### src/rtl/semaphore_bank_with_wait_queues_macros.svh
// ----------------------------------------------------------------------------
// Assertion macros for the semaphore bank
// Shared property wrappers; every use samples on clk_i and is disabled
// while rst_ni is low.
// ----------------------------------------------------------------------------
`ifndef SEMAPHORE_BANK_WITH_WAIT_QUEUES_MACROS_SVH
`define SEMAPHORE_BANK_WITH_WAIT_QUEUES_MACROS_SVH

// A property that must hold at every clock edge.
`define SBWQ_ASSERT(lbl, prop, msg) \
  lbl: assert property (@(posedge clk_i) disable iff (!rst_ni) (prop)) \
    else $error(msg);

// The consequent must hold in the same cycle as the antecedent.
`define SBWQ_ASSERT_IMPL(lbl, ante, cons, msg) \
  lbl: assert property (@(posedge clk_i) disable iff (!rst_ni) (ante) |-> (cons)) \
    else $error(msg);

// The consequent must hold in the cycle after the antecedent.
`define SBWQ_ASSERT_NEXT(lbl, ante, cons, msg) \
  lbl: assert property (@(posedge clk_i) disable iff (!rst_ni) (ante) |=> (cons)) \
    else $error(msg);

`endif

### src/rtl/sbwq_pkg.sv
// ----------------------------------------------------------------------------
// sbwq_pkg
// Sizes, command and status codes and the shared unit's operand types for
// the semaphore bank with wait queues.
// ----------------------------------------------------------------------------
`default_nettype none

package sbwq_pkg;

  localparam int unsigned NUM_SEMS    = 5;
  localparam int unsigned QUEUE_DEPTH = 16;
  localparam int unsigned PID_BITS    = 8;

  // Port field widths.
  localparam int unsigned CMD_W    = 2;
  localparam int unsigned SID_W    = 3;
  localparam int unsigned VAL_W    = 32;
  localparam int unsigned PID_IN_W = 8;
  localparam int unsigned STATUS_W = 3;

  // Derived sizes.
  localparam int unsigned SEM_W     = (NUM_SEMS > 1) ? $clog2(NUM_SEMS) : 1;
  localparam int unsigned SEMC_W    = $clog2(NUM_SEMS + 1);
  localparam int unsigned PTR_W     = (QUEUE_DEPTH > 1) ? $clog2(QUEUE_DEPTH) : 1;
  localparam int unsigned LEN_W     = $clog2(QUEUE_DEPTH + 1);
  localparam int unsigned RAM_DEPTH = NUM_SEMS * QUEUE_DEPTH;
  localparam int unsigned ADDR_W    = (RAM_DEPTH > 1) ? $clog2(RAM_DEPTH) : 1;

  typedef enum logic [CMD_W-1:0] {
    CMD_CREATE = 2'd0,
    CMD_WAIT   = 2'd1,
    CMD_SIGNAL = 2'd2,
    CMD_REMOVE = 2'd3
  } cmd_e;

  typedef enum logic [STATUS_W-1:0] {
    ST_OK        = 3'd0,
    ST_BAD_ID    = 3'd1,
    ST_UNINIT    = 3'd2,
    ST_CREATED   = 3'd3,
    ST_AT_MAX    = 3'd4,
    ST_FULL      = 3'd5,
    ST_NOT_FOUND = 3'd6
  } status_e;

  // Operands of the shared add and compare unit.
  typedef struct packed {
    logic [VAL_W-1:0] a;
    logic [VAL_W-1:0] b;
    logic [VAL_W-1:0] c;
  } unit_req_t;

  typedef struct packed {
    logic [VAL_W:0] sum;
    logic           eq;
  } unit_rsp_t;

endpackage

`default_nettype wire

### src/rtl/semaphore_bank_with_wait_queues.sv
// ----------------------------------------------------------------------------
// semaphore_bank_with_wait_queues
// Bank of counting semaphores with FIFO wait queues held as circular
// buffers in one RAM, run by a sequencer around a shared add/compare unit.
// ----------------------------------------------------------------------------
//  Channel  Valid        Stall        Payload
//  in       in_valid_i   in_stall_o   cmd_i, sem_id_i, init_value_i, proc_id_i
//  out      out_valid_o  out_stall_i  status_o, blocked_o, woke_valid_o,
//                                     woke_pid_o, woke_is_init_o
//
//  Create, wait and signal pass S_EXEC and S_DONE; a signal that wakes a
//  waiter also passes S_POP (one RAM read). Remove waiter walks the queues
//  over the single RAM read port: S_SRCH_CHK, S_SRCH_CMP per entry compared,
//  S_SRCH_CHK per semaphore passed, S_SHIFT_CHK, S_SHIFT_WR per entry shifted.
//  One command is in flight at a time; the next is taken while the result
//  register still waits on out_stall_i.
//  Reset clears all semaphores at once; the queue RAM needs no clearing.
// ----------------------------------------------------------------------------
`default_nettype none

`include "semaphore_bank_with_wait_queues_macros.svh"

module semaphore_bank_with_wait_queues import sbwq_pkg::*; (
  input  wire logic                clk_i,
  input  wire logic                rst_ni,
  input  wire logic                in_valid_i,
  output logic                     in_stall_o,
  input  wire logic [CMD_W-1:0]    cmd_i,
  input  wire logic [SID_W-1:0]    sem_id_i,
  input  wire logic [VAL_W-1:0]    init_value_i,
  input  wire logic [PID_IN_W-1:0] proc_id_i,
  output logic                     out_valid_o,
  input  wire logic                out_stall_i,
  output logic [STATUS_W-1:0]      status_o,
  output logic                     blocked_o,
  output logic                     woke_valid_o,
  output logic [PID_IN_W-1:0]      woke_pid_o,
  output logic                     woke_is_init_o
);

  typedef enum logic [2:0] {
    S_IDLE,
    S_EXEC,
    S_POP,
    S_SRCH_CHK,
    S_SRCH_CMP,
    S_SHIFT_CHK,
    S_SHIFT_WR,
    S_DONE
  } state_e;

  localparam logic [SID_W:0]   NUM_SEMS_C = (SID_W + 1)'(NUM_SEMS);
  localparam logic [SEMC_W-1:0] SEM_END   = SEMC_W'(NUM_SEMS);
  localparam logic [LEN_W-1:0] QD_LEN     = LEN_W'(QUEUE_DEPTH);
  localparam logic [LEN_W:0]   QD_WIDE    = (LEN_W + 1)'(QUEUE_DEPTH);
  localparam logic [PTR_W-1:0] PTR_LAST   = PTR_W'(QUEUE_DEPTH - 1);

  state_e               state_q, state_d;
  cmd_e                 cmd_q, cmd_d;
  logic [SID_W-1:0]     sid_q, sid_d;
  logic [VAL_W-1:0]     init_q, init_d;
  logic [PID_BITS-1:0]  pid_q, pid_d;
  logic [SEMC_W-1:0]    s_q, s_d;
  logic [LEN_W-1:0]     j_q, j_d;

  status_e              res_status_q, res_status_d;
  logic                 res_blocked_q, res_blocked_d;
  logic                 res_wv_q, res_wv_d;
  logic [PID_BITS-1:0]  res_wp_q, res_wp_d;
  logic                 res_wi_q, res_wi_d;

  logic                 created_q [NUM_SEMS];
  logic                 created_d [NUM_SEMS];
  logic [VAL_W-1:0]     count_q   [NUM_SEMS];
  logic [VAL_W-1:0]     count_d   [NUM_SEMS];
  logic [LEN_W-1:0]     len_q     [NUM_SEMS];
  logic [LEN_W-1:0]     len_d     [NUM_SEMS];
  logic [PTR_W-1:0]     head_q    [NUM_SEMS];
  logic [PTR_W-1:0]     head_d    [NUM_SEMS];

  logic                 out_valid_q, out_valid_d;
  status_e              status_q, status_d;
  logic                 blocked_q, blocked_d;
  logic                 woke_valid_q, woke_valid_d;
  logic [PID_IN_W-1:0]  woke_pid_q, woke_pid_d;
  logic                 woke_is_init_q, woke_is_init_d;

  logic                 sid_ok;
  logic [SEM_W-1:0]     sidx;
  logic                 s_in;
  logic [SEM_W-1:0]     ssel;
  logic [LEN_W-1:0]     j_inc;
  logic [SEM_W-1:0]     sem_a;
  logic [LEN_W-1:0]     off_a;
  logic [LEN_W:0]       pos_sum;
  logic [LEN_W:0]       pos_w;
  logic [ADDR_W-1:0]    addr;
  logic                 ram_we;
  logic [PID_BITS-1:0]  ram_wdata;
  logic [PID_BITS-1:0]  ram_rdata;
  unit_req_t            unit_req;
  unit_rsp_t            unit_rsp;

  // Index guards keep array reads in range when the id is invalid.
  assign sid_ok = ({1'b0, sid_q} < NUM_SEMS_C);
  assign sidx   = sid_ok ? sid_q[SEM_W-1:0] : '0;
  assign s_in   = (s_q < SEM_END);
  assign ssel   = s_in ? s_q[SEM_W-1:0] : '0;
  assign j_inc  = j_q + LEN_W'(1);

  // Queue slot address: semaphore base plus (head + offset) wrapped.
  always_comb begin
    case (state_q)
      S_EXEC: begin
        sem_a = sidx;
        off_a = (cmd_q == CMD_WAIT) ? len_q[sidx] : '0;
      end
      S_SRCH_CHK, S_SHIFT_WR: begin
        sem_a = ssel;
        off_a = j_q;
      end
      S_SHIFT_CHK: begin
        sem_a = ssel;
        off_a = j_inc;
      end
      default: begin
        sem_a = sidx;
        off_a = '0;
      end
    endcase
  end

  assign pos_sum = (LEN_W + 1)'(head_q[sem_a]) + (LEN_W + 1)'(off_a);
  assign pos_w   = (pos_sum >= QD_WIDE) ? (pos_sum - QD_WIDE) : pos_sum;
  assign addr    = ADDR_W'(sem_a) * ADDR_W'(QUEUE_DEPTH) + ADDR_W'(pos_w[PTR_W-1:0]);

  // Shared unit operands: count arithmetic, or the id match while searching.
  always_comb begin
    unit_req.a = count_q[sidx];
    unit_req.b = (cmd_q == CMD_WAIT) ? '1 : VAL_W'(1);
    unit_req.c = '0;
    if (state_q == S_SRCH_CMP) begin
      unit_req.a = VAL_W'(ram_rdata);
      unit_req.b = '0;
      unit_req.c = VAL_W'(pid_q);
    end
  end

  sbwq_unit u_unit (
    .req_i (unit_req),
    .rsp_o (unit_rsp)
  );

  sbwq_ram #(
    .DEPTH (RAM_DEPTH),
    .WIDTH (PID_BITS)
  ) u_ram (
    .clk_i   (clk_i),
    .we_i    (ram_we),
    .waddr_i (addr),
    .wdata_i (ram_wdata),
    .raddr_i (addr),
    .rdata_o (ram_rdata)
  );

  always_comb begin
    state_d        = state_q;
    cmd_d          = cmd_q;
    sid_d          = sid_q;
    init_d         = init_q;
    pid_d          = pid_q;
    s_d            = s_q;
    j_d            = j_q;
    res_status_d   = res_status_q;
    res_blocked_d  = res_blocked_q;
    res_wv_d       = res_wv_q;
    res_wp_d       = res_wp_q;
    res_wi_d       = res_wi_q;
    created_d      = created_q;
    count_d        = count_q;
    len_d          = len_q;
    head_d         = head_q;
    ram_we         = 1'b0;
    ram_wdata      = pid_q;
    // The result register empties on its transfer.
    out_valid_d    = out_valid_q && out_stall_i;
    status_d       = status_q;
    blocked_d      = blocked_q;
    woke_valid_d   = woke_valid_q;
    woke_pid_d     = woke_pid_q;
    woke_is_init_d = woke_is_init_q;

    case (state_q)
      S_IDLE: begin
        if (in_valid_i) begin
          cmd_d         = cmd_e'(cmd_i);
          sid_d         = sem_id_i;
          init_d        = init_value_i;
          pid_d         = PID_BITS'(proc_id_i);
          res_status_d  = ST_OK;
          res_blocked_d = 1'b0;
          res_wv_d      = 1'b0;
          res_wp_d      = '0;
          res_wi_d      = 1'b0;
          state_d       = S_EXEC;
        end
      end

      S_EXEC: begin
        state_d = S_DONE;
        if (cmd_q == CMD_REMOVE) begin
          s_d     = '0;
          j_d     = '0;
          state_d = S_SRCH_CHK;
        end else if (!sid_ok) begin
          res_status_d = ST_BAD_ID;
        end else begin
          case (cmd_q)
            CMD_CREATE: begin
              if (created_q[sidx]) begin
                res_status_d = ST_CREATED;
              end else begin
                created_d[sidx] = 1'b1;
                count_d[sidx]   = init_q;
                len_d[sidx]     = '0;
                head_d[sidx]    = '0;
              end
            end
            CMD_WAIT: begin
              if (!created_q[sidx]) begin
                res_status_d = ST_UNINIT;
              end else if (!unit_rsp.eq) begin
                count_d[sidx] = unit_rsp.sum[VAL_W-1:0];
              end else if (len_q[sidx] >= QD_LEN) begin
                res_status_d = ST_FULL;
              end else begin
                ram_we        = 1'b1;
                len_d[sidx]   = len_q[sidx] + LEN_W'(1);
                res_blocked_d = 1'b1;
              end
            end
            CMD_SIGNAL: begin
              if (!created_q[sidx]) begin
                res_status_d = ST_UNINIT;
              end else if (unit_rsp.eq && (len_q[sidx] != '0)) begin
                // The head slot is read this cycle; its id lands in S_POP.
                head_d[sidx] = (head_q[sidx] == PTR_LAST) ? '0
                                                          : head_q[sidx] + PTR_W'(1);
                len_d[sidx]  = len_q[sidx] - LEN_W'(1);
                state_d      = S_POP;
              end else if (unit_rsp.sum[VAL_W]) begin
                res_status_d = ST_AT_MAX;
              end else begin
                count_d[sidx] = unit_rsp.sum[VAL_W-1:0];
              end
            end
            default: begin
              res_status_d = ST_OK;
            end
          endcase
        end
      end

      S_POP: begin
        res_wv_d = 1'b1;
        res_wp_d = ram_rdata;
        res_wi_d = (ram_rdata == '0);
        state_d  = S_DONE;
      end

      S_SRCH_CHK: begin
        if (!s_in) begin
          res_status_d = ST_NOT_FOUND;
          state_d      = S_DONE;
        end else if (!created_q[ssel] || (j_q >= len_q[ssel])) begin
          s_d = s_q + SEMC_W'(1);
          j_d = '0;
        end else begin
          state_d = S_SRCH_CMP;
        end
      end

      S_SRCH_CMP: begin
        if (unit_rsp.eq) begin
          state_d = S_SHIFT_CHK;
        end else begin
          j_d     = j_inc;
          state_d = S_SRCH_CHK;
        end
      end

      S_SHIFT_CHK: begin
        // Later entries move up one slot until the tail is reached.
        if (j_inc >= len_q[ssel]) begin
          len_d[ssel] = len_q[ssel] - LEN_W'(1);
          state_d     = S_DONE;
        end else begin
          state_d = S_SHIFT_WR;
        end
      end

      S_SHIFT_WR: begin
        ram_we    = 1'b1;
        ram_wdata = ram_rdata;
        j_d       = j_inc;
        state_d   = S_SHIFT_CHK;
      end

      S_DONE: begin
        if (!out_valid_q || !out_stall_i) begin
          out_valid_d    = 1'b1;
          status_d       = res_status_q;
          blocked_d      = res_blocked_q;
          woke_valid_d   = res_wv_q;
          woke_pid_d     = PID_IN_W'(res_wp_q);
          woke_is_init_d = res_wi_q;
          state_d        = S_IDLE;
        end
      end

      default: begin
        state_d = S_IDLE;
      end
    endcase
  end

  always_ff @(posedge clk_i or negedge rst_ni) begin
    if (!rst_ni) begin
      state_q        <= S_IDLE;
      cmd_q          <= CMD_CREATE;
      sid_q          <= '0;
      init_q         <= '0;
      pid_q          <= '0;
      s_q            <= '0;
      j_q            <= '0;
      res_status_q   <= ST_OK;
      res_blocked_q  <= 1'b0;
      res_wv_q       <= 1'b0;
      res_wp_q       <= '0;
      res_wi_q       <= 1'b0;
      created_q      <= '{default: 1'b0};
      count_q        <= '{default: '0};
      len_q          <= '{default: '0};
      head_q         <= '{default: '0};
      out_valid_q    <= 1'b0;
      status_q       <= ST_OK;
      blocked_q      <= 1'b0;
      woke_valid_q   <= 1'b0;
      woke_pid_q     <= '0;
      woke_is_init_q <= 1'b0;
    end else begin
      state_q        <= state_d;
      cmd_q          <= cmd_d;
      sid_q          <= sid_d;
      init_q         <= init_d;
      pid_q          <= pid_d;
      s_q            <= s_d;
      j_q            <= j_d;
      res_status_q   <= res_status_d;
      res_blocked_q  <= res_blocked_d;
      res_wv_q       <= res_wv_d;
      res_wp_q       <= res_wp_d;
      res_wi_q       <= res_wi_d;
      created_q      <= created_d;
      count_q        <= count_d;
      len_q          <= len_d;
      head_q         <= head_d;
      out_valid_q    <= out_valid_d;
      status_q       <= status_d;
      blocked_q      <= blocked_d;
      woke_valid_q   <= woke_valid_d;
      woke_pid_q     <= woke_pid_d;
      woke_is_init_q <= woke_is_init_d;
    end
  end

  assign in_stall_o     = (state_q != S_IDLE);
  assign out_valid_o    = out_valid_q;
  assign status_o       = status_q;
  assign blocked_o      = blocked_q;
  assign woke_valid_o   = woke_valid_q;
  assign woke_pid_o     = woke_pid_q;
  assign woke_is_init_o = woke_is_init_q;

  // Queue bookkeeping per semaphore.
  for (genvar g = 0; g < NUM_SEMS; g++) begin : g_sem_chk
    `SBWQ_ASSERT(a_len_bound, len_q[g] <= QD_LEN, "wait queue length beyond depth")
    `SBWQ_ASSERT_IMPL(a_uncreated_empty, !created_q[g], len_q[g] == '0, "uncreated with waiters")
  end

  `SBWQ_ASSERT_IMPL(a_woke_ok, woke_valid_q, status_q == ST_OK && !blocked_q, "bad wake")
  `SBWQ_ASSERT_NEXT(a_accept_busy, in_valid_i && !in_stall_o, in_stall_o, "busy after transfer")

endmodule

`default_nettype wire

### src/rtl/sbwq_ram.sv
// ----------------------------------------------------------------------------
// sbwq_ram
// Simple dual-port RAM: one write port, one read port with registered data.
// ----------------------------------------------------------------------------
`default_nettype none

module sbwq_ram #(
  parameter  int unsigned DEPTH = 2,
  parameter  int unsigned WIDTH = 8,
  localparam int unsigned AW    = (DEPTH > 1) ? $clog2(DEPTH) : 1
) (
  input  wire logic             clk_i,
  input  wire logic             we_i,
  input  wire logic [AW-1:0]    waddr_i,
  input  wire logic [WIDTH-1:0] wdata_i,
  input  wire logic [AW-1:0]    raddr_i,
  output logic      [WIDTH-1:0] rdata_o
);

  logic [WIDTH-1:0] mem_q [DEPTH];
  logic [WIDTH-1:0] rdata_q;

  always_ff @(posedge clk_i) begin
    if (we_i) begin
      mem_q[waddr_i] <= wdata_i;
    end
  end

  always_ff @(posedge clk_i) begin
    rdata_q <= mem_q[raddr_i];
  end

  assign rdata_o = rdata_q;

endmodule

`default_nettype wire

### src/rtl/sbwq_unit.sv
// ----------------------------------------------------------------------------
// sbwq_unit
// Shared arithmetic unit: one 33-bit add and one 32-bit equality compare.
// Serves count increment and decrement, the maximum and zero checks and
// the process id match during the queue search.
// ----------------------------------------------------------------------------
`default_nettype none

module sbwq_unit import sbwq_pkg::*; (
  input  wire unit_req_t req_i,
  output unit_rsp_t      rsp_o
);

  assign rsp_o.sum = {1'b0, req_i.a} + {1'b0, req_i.b};
  assign rsp_o.eq  = (req_i.a == req_i.c);

endmodule

`default_nettype wire
### config.mk
export PLATFORM = sky130hd
export DESIGN_NAME = semaphore_bank_with_wait_queues
export DESIGN_NICKNAME = d
export VERILOG_FILES = /design/src/rtl/sbwq_pkg.sv /design/src/rtl/semaphore_bank_with_wait_queues.sv /design/src/rtl/sbwq_ram.sv /design/src/rtl/sbwq_unit.sv
export VERILOG_INCLUDE_DIRS = /design/src /design/src/rtl
export SDC_FILE = /design/constraint.sdc
export NUM_CORES = 1
export LEC_CHECK = 0
export BUFFER_PORTS_ARGS = -buffer_cell sky130_fd_sc_hd__clkbuf_2
export CORE_MARGIN = 5
export CORE_UTILIZATION = 55
export DETAILED_ROUTE_END_ITERATION = 10
export PLACE_DENSITY_LB_ADDON = 0.12
export SLEW_MARGIN = 10
export SYNTH_ARGS = -nofsm -noshare
export SYNTH_HDL_FRONTEND = slang
export SYNTH_SLANG_ARGS = --single-unit
### constraint.sdc
create_clock -name clk_i -period 8.76 [get_ports clk_i]
set_clock_uncertainty 0.05 [all_clocks]
set_input_delay 0 -clock clk_i [delete_from_list [all_inputs] [get_ports clk_i]]
set_output_delay 0 -clock clk_i [all_outputs]
set_load 0.03 [all_outputs]
==> results of run 1 <==
## area by class of cell
type	instances	area [sq um]	share of cell area
Sequential cell	943	26800	0.563
Multi-Input combinational cell	1935	14500	0.304
Clock buffer	117	2530	0.0532
Timing Repair Buffer	193	1490	0.0312
Tap cell	1030	1290	0.0271
Clock inverter	63	868	0.0183
Inverter	46	173	0.00363
## worst reg2reg max path, cell delays in order, from the launching register on
cell and delay (ns):
dfrtp_1 0.62, buf_4 0.38, o21ai_2 0.63, buf_4 0.39, o22ai_1 0.12, nor3_1 0.58, ha_1 0.40, o21a_1 0.17
nor4b_1 0.18, o211ai_1 0.12, nand3_1 0.18, o21ai_0 0.33, o21ai_0 0.29, and2_1 0.40, nor3_4 1.05, buf_4 0.52
mux2_4 0.35
## Yosys cell counts, types with 28 or more instances
library cell | number | area share
a22oi_1 | 241 | 0.043
inv_1 | 45 | 0.0040
nand3_1 | 56 | 0.0066
ha_1 | 55 | 0.016
xnor2_1 | 28 | 0.0058
o22ai_1 | 41 | 0.0061
edfxtp_1 | 640 | 0.46
nand4_1 | 58 | 0.0086
a22o_1 | 50 | 0.010
mux2i_1 | 49 | 0.012
o21ai_0 | 107 | 0.013
mux2_2 | 108 | 0.029
clkbuf_1 | 133 | 0.012
a221oi_1 | 56 | 0.012
a21oi_1 | 97 | 0.012
mux2_4 | 150 | 0.053
dfrtp_1 | 295 | 0.18
a31oi_1 | 39 | 0.0058
nor3_1 | 42 | 0.0050
nand2_1 | 245 | 0.022
nor2_1 | 173 | 0.015
nand2b_1 | 34 | 0.0050
## per-stage QoR
| stage | worst slack (ns) | utilization | instance area [sq um] | std cells |
|---|---|---|---|---|
| after CTS | 1.94 | 0.626 | 47600 | 4327 |
| after global placement | 2.16 | 0.572 | 43500 | 4079 |
| after global routing | 1.60 | 0.626 | 47600 | 4327 |
| after floorplan | 3.37 | - | 42200 | 3112 |
| final | 1.84 | 0.626 | 47600 | 4327 |
| after detailed placement | 1.97 | 0.572 | 43500 | 4079 |
## repair_timing
item                       CTS  global route
setup buffers                0             0
setup endpoints to repair    0             0
hold buffers                68             0
hold endpoints to repair   133             0
resized for setup            0             0
## path summary, 6_finish.rpt
kind                                 startpoint          end  slack, ns  cells after the start
max in group asynchronous                rst_ni       j_q[1]       6.47                      5
worst min-delay path            init_value_i[8]    init_q[8]       0.03                      4
worst max-delay path                   sid_q[1]  count_q[73]       1.84                     16
min in group asynchronous                rst_ni  count_q[26]       0.46                      4
worst min register to register         res_wv_q     res_wv_q       0.42                      1
worst max register to register         sid_q[1]  count_q[73]       1.84                     16
## flip-flops by register name, summed over array words and instances, names as in the netlist, 5 cells and up
name,flops
count_q,160
created_q,5
head_q,20
init_q,32
j_q,5
len_q,25
pid_q,8
res_wp_q,8
u_ram.mem_q,640
u_ram.rdata_o,8
woke_pid_o,8
## cell families after synthesis
group / count (synthesis) / share of synthesized area
AND/OR/NAND/NOR: 696 / 0.0779
XOR/XNOR: 48 / 0.00997
buffers and inverters: 234 / 0.0246
multiplexers: 310 / 0.0953
adder cells (fa/ha/maj): 58 / 0.0175
flip-flops: 943 / 0.635
AO/OA/AOI/OAI: 823 / 0.140
## routing by layer
layer	global-route usage	routed length, um
met1	0.410	49300
met3	0.0400	9360
met2	0.457	56500
met4	0.103	4650
met5	0	0
==> out/results.ini, run 1 <==
[sta]
post-route-min-period_ns = 6.92
slew_headroom = 0.160
rsz0062_at_grt = no
hold_violations = 0
maxSlewViolCount = 0
setup_viol = 0
whs_ns = 0.0333
fmax_ghz = 0.145
tightestPinTransition_ns = 1.26
finalCritPeriodShare = 0.790
fin_tns_setup_ns = 0

[layout]
area_growth_pct = 12.9
antenna-diode-count = 0
layout_common_cells = edfxtp_1 (640), dfrtp_1 (293), nand2_1 (244)
nets = 3322
drive_above_1_share = 0.178
fillers = 5620
layout_commonest_cell = edfxtp_1

[detailed_routing]
drc = 0
wl_per_cell_um = 27.7
drt-pass1-iter-count = 6
drtIter0Drc = 2997
wl_um = 120000
vias = 28404
viasPerCell = 6.56
ant_nets = 0

[clock_tree]
clock_path_buffers = 3
cts_root_buf = clkbuf_16
clk_latency_ns = 0.67
cts_tree = built
numCtsBuffers = 97
htreeDepth = 3
clk_pin_slew_ns = 0.06
cts.sinks = 943

[setup_path]
critical-path-top-delay-family = simple AND/OR/NAND/NOR gates
cp_slowest_stage_delay_ns = 1.04
critical_path.cell_chain = buf_4 -> o21ai_2 -> buf_4 -> o22ai_1 -> nor3_1 -> ha_1 -> o21a_1 -> nor4b_1 -> o211ai_1 -> nand3_1 -> o21ai_0 -> o21ai_0 -> and2_1 -> nor3_4 -> buf_4 -> mux2_4
endpoint_kind = flop
crit_buf_inv = 3
start_kind = flop
crit_arrival_ns = 7.39
worstSetupPathType = reg -> reg
critPathMostFrequentCell = buf_4
path_max_fanout = 30
cp.required_ns = 9.23
critPathSlowestCell = nor3_4

[synth]
syn-mean-instance-area_sq_um = 13.5
synth_ff_type = edfxtp_1
synth_edf_count = 640
yosys_warnings = 0
synth_seq_cells = 943
syn-num-nets = 3218
async_reset_ff_frac = 0.313
syn-cell-area_sq_um = 42200
netlist_instances = 3112
synth_cell_type_count = 88
yosysSeqAreaShare = 0.635

[grt]
grt_pass1_wl_um = 181000
gr-usage-all-layers = 0.287
antenna_found_initial = 0
grt_pass1_vias = 28192
overflow = 0
grt_max_degree = 84

[placement]
dpl.hpwl_um = 73500
globalplace.congestion = 0.936
port_buffers = 64

[floorplan]
rows = 101
num_io_pins = 65
initial_utilization = 0.555
dieArea_sq_um = 82300
die_h_um = 287
die_w_um = 287
core_area_sq_um = 75900

[flow_run]
cap_violations = 0

[run_status]
status = finished clean

[hold_path]
worst_hold_path_type = in -> reg

Power of run 1 is left out: the tool's default activity adds up to more than one toggle a clock period on the data nets, which glitch-free logic cannot reach.
==> run 2, diff against run 1 <==
==> constraint.sdc (replaced) <==
create_clock -name clk_i -period 5.7 [get_ports clk_i]
set_clock_uncertainty 0.05 [all_clocks]
set_input_delay 0 -clock clk_i [delete_from_list [all_inputs] [get_ports clk_i]]
set_output_delay 0 -clock clk_i [all_outputs]
set_load 0.03 [all_outputs]
==> run 2 against run 1 <==
Global-route usage shrank 0.063 points. Core utilization grew 1.3 points. Sequential share of layout area shrank 1.1 points. Routed wire length shrank 0.67%. Via count grew 0.63%. Register-to-register slack lost 1.7 ns. Setup slack lost 1.7 ns. Fmax grew 25%. Die area is the same. Design area grew 2.0%. Final cell count grew 3.2%.
==> out/results.ini, run 2 (synthesized netlist as in run 1, its figures left out) <==
[run_status]
status = finished clean

[floorplan]
core_area_sq_um = 75900  ; unchanged
die_h_um = 287  ; unchanged
rows = 101  ; unchanged
dieArea_sq_um = 82300  ; unchanged
initial_utilization = 0.555  ; unchanged
die_w_um = 287  ; unchanged
num_io_pins = 65  ; unchanged

[detailed_routing]
wl_um = 119000  ; -0.67%
viasPerCell = 6.40  ; -2.5%
ant_nets = 0  ; unchanged
drtIter0Drc = 2984  ; -0.43%
drc = 0  ; unchanged
wl_per_cell_um = 26.7  ; -3.7%
vias = 28584  ; +0.63%
drt-pass1-iter-count = 7  ; +1

[setup_path]
path_max_fanout = 22  ; -27%
endpoint_kind = flop
cp-endpoint = u_ram.rdata_o[2]
r2r-start = sid_q[1]
r2r_slack_ns = 0.17  ; -1.67 ns
crit_arrival_ns = 5.96  ; -1.43 ns
start_kind = flop
cp.required_ns = 6.14  ; -3.09 ns
worstSetupPathType = reg -> reg
reg2reg_depth = 20  ; +4
r2r_end = u_ram.rdata_o[2]
worstSetupStartpoint = sid_q[1]

[clock_tree]
post-cts-setup-buffer-count = 0  ; unchanged
cts_root_buf = clkbuf_16
htreeDepth = 3  ; unchanged
clock_path_buffers = 3  ; unchanged
numCtsBuffers = 96  ; -1.0%
clk_latency_ns = 0.68  ; about the same
cts_tree = built
cts.sinks = 943  ; unchanged
clk_pin_slew_ns = 0.06  ; about the same

[grt]
gr-usage-all-layers = 0.287  ; -0.000629
grt_pass1_wl_um = 182000  ; +0.40%
overflow = 0  ; unchanged
antenna_found_initial = 0  ; unchanged
grt_max_degree = 146  ; +74%
grt_pass1_vias = 29105  ; +3.2%

[placement]
dp.cells = 4228  ; +3.7%
dpl_cell_area_sq_um = 44800  ; +3.1%
port_buffers = 64  ; unchanged
dpl.hpwl_um = 76600  ; +4.2%
globalplace.congestion = 0.948  ; +1.3%

[layout]
antenna-diode-count = 0  ; unchanged
nets = 3462  ; +4.2%
instances_no_fill = 4464  ; +3.2%
largest_register_ffs = 640  ; unchanged
layout_commonest_cell = edfxtp_1
fillers = 5677  ; +1.0%
layout_common_cells = edfxtp_1 (640), dfrtp_1 (293), nand2_1 (244)
area_growth_pct = 15.1
final_cell_area_sq_um = 48500  ; +2.0%
reg.largest.list = u_ram.mem_q: 640 flops, count_q: 160 flops, init_q: 32 flops
drive_above_1_share = 0.209  ; +0.0311
largest_register = u_ram.mem_q

[flow_run]
cap_violations = 0  ; unchanged

[sta]
finalCritPeriodShare = 0.970  ; +0.180
fmax_ghz = 0.181  ; +25%
rsz0062_at_grt = no
slew_headroom = 0.227  ; +0.0670
whs_ns = 0.0199  ; -0.0134 ns
tightestPinTransition_ns = 1.15  ; -0.101 ns
setup_viol = 0  ; unchanged
hold_violations = 0  ; unchanged
post-route-min-period_ns = 5.53  ; -1.39 ns
maxSlewViolCount = 0  ; unchanged
fin_tns_setup_ns = 0  ; unchanged

[hold_path]
worst_hold_path_type = in -> reg
whs_path_depth = 4  ; unchanged

[run 2: cell types whose count changed in the layout (fill, tap and decap cells not counted), moves of 2 or more]
cell,before,now
buf_4,61,192
buf_12,0,18
clkinv_1,9,26
bufinv_16,17,7
clkinv_2,22,14
dlygate4sd3_1,67,59
clkbuf_1,17,15
clkinv_4,0,2
[run 2: timing repair]
action / in CTS / in global routing
gates resized for setup: 0 / 2
setup endpoints to repair: 0 / 5
hold buffers: 60 / 0
hold endpoints to repair: 146 / 0
[run 2: layer usage]
layer  part of all wire  vias up  GRT usage
met5                  0        -          0
met4              0.031        0     0.0856
met3              0.074      232     0.0455
met2               0.48     1274      0.471
met1               0.41    14482      0.400
li1                   -    12596          -
[run 2: layout make-up]
class,instances,area (sq um),share of cell area
well taps,1030,1290,0.0266
inverters,46,173,0.00356
repair buffers,334,2750,0.0567
flip-flops and latches,943,26800,0.552
clock buffers,115,2510,0.0518
multi-input cells,1935,14500,0.298
clock inverters,61,577,0.0119
[run 2: worst max-delay path, stage by stage, from the launching register on]
cell and delay (ns):
dfrtp_1 0.72, nor2b_1 0.26, buf_4 0.24, nand2_1 0.07, o211ai_1 0.10, o31ai_1 0.09
a21o_1 0.20, buf_4 0.20, o211ai_1 0.09, o21ai_0 0.14, ha_1 0.24, fa_1 0.48
xor2_1 0.17, buf_4 0.19, nor2_4 0.06, buf_4 0.23, a22oi_1 0.34, nand4_1 0.24
a221o_1 0.45, o21ai_0 0.49, nand3_1 0.25
[run 2: worst min path at each step]
stage	end	start	slack, ns
after detailed placement	count_q[93]	rst_ni	0.02
final	init_q[20]	init_value_i[20]	0.02
after CTS	init_q[31]	init_value_i[31]	0.003
after floorplan	blocked_o	rst_ni	-0.35
after global placement	init_q[24]	rst_ni	0.008
after global routing	init_q[31]	init_value_i[31]	0.02
[run 2: per-stage QoR]
stage | worst slack [ns] | util
CTS | 0.224 | 0.639
global placement | 0.272 | 0.590
floorplan | 0.307 | -
global route | 0.0938 | 0.639
detailed placement | 0.224 | 0.590
finish | 0.172 | 0.639
Power of run 2 is left out for the same reason.
